**src/longest_prefix_match_router_core_defines.svh**
```systemverilog
// ----------------------------------------------------------------------------
// longest prefix match router core: assertion macros
// shared property shapes, clocked on clk and disabled while rst_n is low
// ----------------------------------------------------------------------------
`ifndef LONGEST_PREFIX_MATCH_ROUTER_CORE_DEFINES_SVH
`define LONGEST_PREFIX_MATCH_ROUTER_CORE_DEFINES_SVH

// same-cycle implication
`define LPMR_ASSERT_IMP(label, ante, cons, msg) \
  label: assert property (@(posedge clk) disable iff (!rst_n) (ante) |-> (cons)) \
    else $error(msg);

// next-cycle implication
`define LPMR_ASSERT_NXT(label, ante, cons, msg) \
  label: assert property (@(posedge clk) disable iff (!rst_n) (ante) |=> (cons)) \
    else $error(msg);

// condition that must never hold
`define LPMR_ASSERT_NEVER(label, cond, msg) \
  label: assert property (@(posedge clk) disable iff (!rst_n) !(cond)) \
    else $error(msg);

`endif

```
**src/lpmr_pkg.sv**
```systemverilog
// ----------------------------------------------------------------------------
// lpmr_pkg
// sizes, codes and beat layouts shared by the route lookup core
// ----------------------------------------------------------------------------
package lpmr_pkg;

  localparam int TABLE_DEPTH = 64;
  localparam int IDX_W       = (TABLE_DEPTH > 1) ? $clog2(TABLE_DEPTH) : 1;
  localparam int CNT_W       = $clog2(TABLE_DEPTH + 1);

  localparam int ADDR_W = 32;
  localparam int LEN_W  = 6;
  localparam int PORT_W = 4;
  localparam int TTL_W  = 8;

  localparam logic [LEN_W-1:0]  MAX_LEN   = 6'd32;
  localparam logic [ADDR_W-1:0] ALL_ONES  = 32'hffff_ffff;
  localparam logic [TTL_W-1:0]  TTL_ONE   = 8'd1;

  typedef enum logic [0:0] {
    CMD_ADD   = 1'b0,
    CMD_ROUTE = 1'b1
  } cmd_t;

  typedef enum logic [2:0] {
    ST_ADDED       = 3'd0,
    ST_FORWARDED   = 3'd1,
    ST_NO_ROUTE    = 3'd2,
    ST_TTL_EXPIRED = 3'd3,
    ST_TABLE_FULL  = 3'd4
  } status_t;

  typedef enum logic [2:0] {
    S_IDLE,
    S_ADD,
    S_SCAN,
    S_LAST,
    S_DONE
  } fsm_t;

  // input beat, last field in the lowest bits
  typedef struct packed {
    logic [4:0]        pad;
    logic [TTL_W-1:0]  hop_limit;
    logic [ADDR_W-1:0] dest_addr;
    logic [PORT_W-1:0] port_index;
    logic [ADDR_W-1:0] gateway_addr;
    logic              has_gateway;
    logic [LEN_W-1:0]  prefix_bits;
    logic [ADDR_W-1:0] prefix;
  } in_data_t;

  typedef struct packed {
    logic [3:0]        pad;
    logic [TTL_W-1:0]  hop_limit_out;
    logic [ADDR_W-1:0] fwd_addr;
    logic [PORT_W-1:0] out_port;
  } out_data_t;

  localparam int IN_TDATA_W  = $bits(in_data_t);
  localparam int OUT_TDATA_W = $bits(out_data_t);

  // one route table entry
  typedef struct packed {
    logic [PORT_W-1:0] port;
    logic              gw_valid;
    logic [ADDR_W-1:0] gw_addr;
    logic [LEN_W-1:0]  len;
    logic [ADDR_W-1:0] prefix;
  } entry_t;

  localparam int ENTRY_W = $bits(entry_t);

  // controller to datapath commands
  typedef struct packed {
    logic             load_in;
    logic             add_step;
    logic             table_full;
    logic             wr_en;
    logic             rd_en;
    logic             eval;
    logic             load_out;
    logic [IDX_W-1:0] addr;
  } ctrl_cmd_t;

endpackage

```
**src/lpmr_ctrl.sv**
```systemverilog
// ----------------------------------------------------------------------------
// lpmr_ctrl
// command sequencer: table fill count, lookup scan and result hand-off
// ----------------------------------------------------------------------------
module lpmr_ctrl (
  input  logic                  clk,
  input  logic                  rst_n,
  input  logic                  in_tvalid,
  input  lpmr_pkg::cmd_t        in_command,
  input  logic                  out_tready,
  output logic                  in_tready,
  output logic                  out_tvalid,
  output lpmr_pkg::ctrl_cmd_t   cmd
);

  lpmr_pkg::fsm_t state_r, state_nxt;
  logic [lpmr_pkg::CNT_W-1:0] count_r, count_nxt;
  logic [lpmr_pkg::CNT_W-1:0] idx_r, idx_nxt;
  logic eval_r, eval_nxt;
  logic out_valid_r, out_valid_nxt;
  logic full;
  logic out_free;
  logic scan_end;

  assign full     = (count_r == lpmr_pkg::CNT_W'(lpmr_pkg::TABLE_DEPTH));
  assign out_free = !out_valid_r || out_tready;
  assign scan_end = (idx_r == (count_r - lpmr_pkg::CNT_W'(1)));

  // next state
  always_comb begin
    state_nxt = state_r;
    case (state_r)
      lpmr_pkg::S_IDLE: begin
        if (in_tvalid) begin
          if (in_command == lpmr_pkg::CMD_ADD) begin
            state_nxt = lpmr_pkg::S_ADD;
          end else if (count_r == '0) begin
            state_nxt = lpmr_pkg::S_DONE;
          end else begin
            state_nxt = lpmr_pkg::S_SCAN;
          end
        end
      end
      lpmr_pkg::S_ADD:  state_nxt = lpmr_pkg::S_DONE;
      lpmr_pkg::S_SCAN: begin
        if (scan_end) begin
          state_nxt = lpmr_pkg::S_LAST;
        end
      end
      lpmr_pkg::S_LAST: state_nxt = lpmr_pkg::S_DONE;
      lpmr_pkg::S_DONE: begin
        if (out_free) begin
          state_nxt = lpmr_pkg::S_IDLE;
        end
      end
      default: state_nxt = lpmr_pkg::S_IDLE;
    endcase
  end

  // outputs
  always_comb begin
    cmd       = '0;
    in_tready = 1'b0;
    case (state_r)
      lpmr_pkg::S_IDLE: begin
        in_tready   = 1'b1;
        cmd.load_in = in_tvalid;
      end
      lpmr_pkg::S_ADD: begin
        cmd.add_step   = 1'b1;
        cmd.table_full = full;
        cmd.wr_en      = !full;
        cmd.addr       = count_r[lpmr_pkg::IDX_W-1:0];
      end
      lpmr_pkg::S_SCAN: begin
        cmd.rd_en = 1'b1;
        cmd.addr  = idx_r[lpmr_pkg::IDX_W-1:0];
        cmd.eval  = eval_r;
      end
      lpmr_pkg::S_LAST: begin
        cmd.eval = eval_r;
      end
      lpmr_pkg::S_DONE: begin
        cmd.load_out = out_free;
      end
      default: begin
        cmd = '0;
      end
    endcase
  end

  // counters and flags
  always_comb begin
    count_nxt = count_r + lpmr_pkg::CNT_W'(cmd.wr_en);
    idx_nxt   = idx_r;
    if (state_r == lpmr_pkg::S_IDLE) begin
      idx_nxt = '0;
    end else if (state_r == lpmr_pkg::S_SCAN) begin
      idx_nxt = idx_r + lpmr_pkg::CNT_W'(1);
    end
    // read data lands in the cycle after the address
    eval_nxt = (state_r == lpmr_pkg::S_SCAN);
    if (cmd.load_out) begin
      out_valid_nxt = 1'b1;
    end else if (out_tready) begin
      out_valid_nxt = 1'b0;
    end else begin
      out_valid_nxt = out_valid_r;
    end
  end

  always_ff @(posedge clk) begin
    if (!rst_n) begin
      state_r     <= lpmr_pkg::S_IDLE;
      count_r     <= '0;
      idx_r       <= '0;
      eval_r      <= 1'b0;
      out_valid_r <= 1'b0;
    end else begin
      state_r     <= state_nxt;
      count_r     <= count_nxt;
      idx_r       <= idx_nxt;
      eval_r      <= eval_nxt;
      out_valid_r <= out_valid_nxt;
    end
  end

  assign out_tvalid = out_valid_r;

endmodule

```
**config.mk**
```make
export PLATFORM = sky130hd
export DESIGN_NAME = lpmr_ctrl
export DESIGN_NICKNAME = d
export VERILOG_FILES = /design/src/longest_prefix_match_router_core_defines.svh /design/src/lpmr_pkg.sv /design/src/lpmr_ctrl.sv
export SDC_FILE = /design/constraint.sdc
export NUM_CORES = 1
export LEC_CHECK = 0
export ABC_AREA = 0
export BUFFER_PORTS_ARGS = -buffer_cell sky130_fd_sc_hd__buf_2
export CAP_MARGIN = 15
export CORE_ASPECT_RATIO = 1.4
export CORE_UTILIZATION = 55
export DETAILED_ROUTE_END_ITERATION = 8
export MAX_ROUTING_LAYER = met4
export PLACE_DENSITY_LB_ADDON = 0.1
export SYNTH_ARGS = -nofsm -noshare
export SYNTH_HDL_FRONTEND = slang
export SYNTH_SLANG_ARGS = --single-unit
```
**constraint.sdc**
```tcl
create_clock -name clk -period 2.95 [get_ports clk]
set_clock_uncertainty 0.1 [all_clocks]
set_input_delay 0.59 -clock clk [delete_from_list [all_inputs] [get_ports clk]]
set_output_delay 0.59 -clock clk [all_outputs]
set_load 0.05 [all_outputs]
```
==> metrics.md <==
| Metric | Value |
|---|---|
| Die width | `roughly 43 um` |
| Avg Cell Area, Syn | `approximately 9 sq um` |
| Min-delay worst type | `input port to flip-flop` |
| Vias | `between 1k and 1.5k` |
| Clk_lat worst skew | `about 0.31 ns` |
| Crit-path max FO | `9` |
| Yosys warning count | `0` |
| Fin util | `62.1%` |
| Flop and latch count out of synthesis | `19` |
| Hold Buf Count CTS | `0` |
| Setup crit start kind | `flip-flop` |
| Worst VDD drop | `between 0.0002 and 0.0003 V` |
| Synth Cell Area | `1270 sq um` |
| First-pass GRT wire length | `~4200 um` |
| Reg-to-Reg Start | `count_r[0]` |
| Core area | `around 2200 sq um` |
| CTS tree | `yes` |
| Lkg Pwr | `about 0.56 nW` |
| Antenna violations before repair | `0` |
| Sequential cell area fraction in the yosys report | `between 20% and 30%` |
| Min-Delay Endpoint | `state_r[0]` |
| Largest net degree at the start of global routing | `15` |
| Reg2Reg Depth | `8` |
| GP Congestion | `between 0.9 and 1` |
| DRC | `0` |
| Post-Route WL | `between 2000 and 2500 um` |
| Global Route Usage Sum | `between 20 and 25%` |
| Relative slew slack | `52.2%` |
| Post-layout net count | `between 150 and 200` |
| Sum Neg Setup Slack | `0 ns` |
| Final ANT Viol Nets | `0` |
| Clock sink count | `19` |
| R2R setup slack | `about 0.77 ns` |
| Worst path required time | `between 2 and 2.5 ns` |
| Die area | `approximately 2500 sq um` |
| Post-CTS setup buffer count | `0` |
| Final Hold Vio Count | `0` |
| Detailed Place HPWL | `roughly 1800 um` |
| RSZ-0062 raised after global routing | `no` |
| Post-Syn Instances | `roughly 140` |
| Initial DRT Pass Iterations | `4` |
| Worst Hold Depth | `2` |
| Minimum clock period | `around 2.6 ns` |
| FMAX | `391 MHz` |
| Ys flop type | `dfxtp_1` |
| Global route total overflow | `0` |
| Ys async rst share | `0%` |
| Area growth syn-to-layout | `5.99%` |
| Critical path arrival | `about 1.9 ns` |
| Status | `finished clean` |
| Chip Height | `between 50 and 60 um` |
| Clock slew at reported path FFs | `between 0.1 and 0.15 ns` |
| H-tree depth | `1` |
| Routed length per instance | `approximately 14 um` |
| Starting Density | `between 50 and 60%` |
| Iteration-0 DRC Markers | `24` |
| Worst-Margin Slew | `roughly 0.72 ns` |
| Post-DR vias/cell | `around 5.7` |
| Buffers on Ports | `19` |
| Max cap viols | `0` |
| Clk root buf | `clkbuf_4` |
| IO Pins | `20` |
| HP Start | `in_command` |
| # diodes | `0` |
| Setup violators final | `0` |
| Slew Limit Fails | `0` |
| Row count | `20` |
| CTS Buf Count | `3` |
| Crit path capture type | `output port` |
| Crit Reg-Reg Endpoint | `state_r[0]` |
| Number of synthesized flops with an enable pin | `0` |
| Post-synth net total | `152` |
| Synth cell types | `47` |
| Power per cell area | `465 nW/um^2` |
| Share of layout cells above drive strength 1 | `around a quarter` |
| Post-cts resize count | `0` |
| Vias in the first global route | `between 900 and 1k` |
| Most frequent cells in the layout | `dfxtp_1 (19), buf_2 (19), nor2_1 (12)` |
| Longest Clk Path Bufs | `2` |
| Tcrit/Tclk final | `between 80% and 90%` |
| Kind of critical path | `flip-flop to output port` |
## kinds of logic (layout without fill, tap and decap cells)
logic type               Yosys count  after routing  share of synthesized area (%)
adder cells (fa/ha/maj)            5              5                           4.91
multiplexers                       2              2                           1.67
AO/OA/AOI/OAI                     24             24                           14.5
XOR/XNOR                          16             16                           11.6
flip-flops                        19             19                           29.8
AND/OR/NAND/NOR                   62             62                           29.5
buffers and inverters             14             27                           7.95
## how the worst max path moves through the flow
| stage | start | end | slack [ns] |
|---|---|---|---|
| after floorplan | state_r[2] | cmd[12] | 0.04 |
| after global placement | count_r[3] | cmd[10] | 0.76 |
| after detailed placement | count_r[3] | cmd[10] | 0.75 |
| after CTS | count_r[3] | cmd[10] | 0.38 |
| after global routing | state_r[1] | cmd[2] | 0.23 |
| final | count_r[3] | cmd[10] | 0.39 |
## state kept, by name (all words and copies together) (netlist names)
name        count
eval_r          1
idx_r           7
count_r         7
state_r         3
out_tvalid      1
## area by class of cell
type	count	area, sq um
Fill cell	200	826
Sequential cell	19	380
Inverter	3	11.3
Timing Repair Buffer	20	103
Tap cell	22	27.5
Clock buffer	4	26.3
Multi-Input combinational cell	109	803
## where the power goes
group | switching (W) | internal, W
registers | 0.0000225 | 0.000267
logic | 0.000134 | 0.0000674
clock network | 0.0000843 | 0.0000529
total | 0.000241 | 0.000388
## metrics by stage
| step | instances | area [sq um] | total power, W | hold WS [ns] | setup slack, ns |
|---|---|---|---|---|---|
| 6_report | 177 | 1350 | 0.000629 | 0.391 | 0.393 |
| 5_1_grt | 177 | 1350 | 0.000661 | 0.390 | 0.230 |
| 3_5_place_dp | 173 | 1330 | 0.000496 | 0.437 | 0.748 |
| 2_1_floorplan | 142 | 1280 | 0.000461 | 0.398 | 0.0384 |
| 3_3_place_gp | 173 | 1330 | 0.000492 | 0.436 | 0.756 |
| 4_1_cts | 177 | 1350 | 0.000634 | 0.377 | 0.382 |
## worst max-delay path: stages, from the launching register on
cell and delay, ns:
dfxtp_1 0.41, or3_4 0.44, nor3b_4 0.26, and3_2 0.20
buf_2 0.25
## Yosys cell counts (5+ instances only)
cell / number / share of area (%)
nand3_1: 5 / 2.0
nor2b_1: 6 / 2.9
nand2_1: 7 / 2.1
xor2_1: 9 / 6.2
nor2_1: 12 / 3.5
a21oi_1: 5 / 2.0
dfxtp_1: 19 / 30
a22o_1: 5 / 3.4
ha_1: 5 / 4.9
and2_1: 6 / 2.9
xnor2_1: 6 / 4.1
## metal layers
metal  vias up  global-route usage (%)  wire length, um  share of wire (%)
met2        20                    39.4             1180                 48
li1        518                       -                -                  -
met3         5                    2.15               82                3.3
met5         -                       -                0                  0
met1       467                    25.3             1130                 46
met4         0                    10.7               57                2.3
Power figures use the tool's default switching activity.
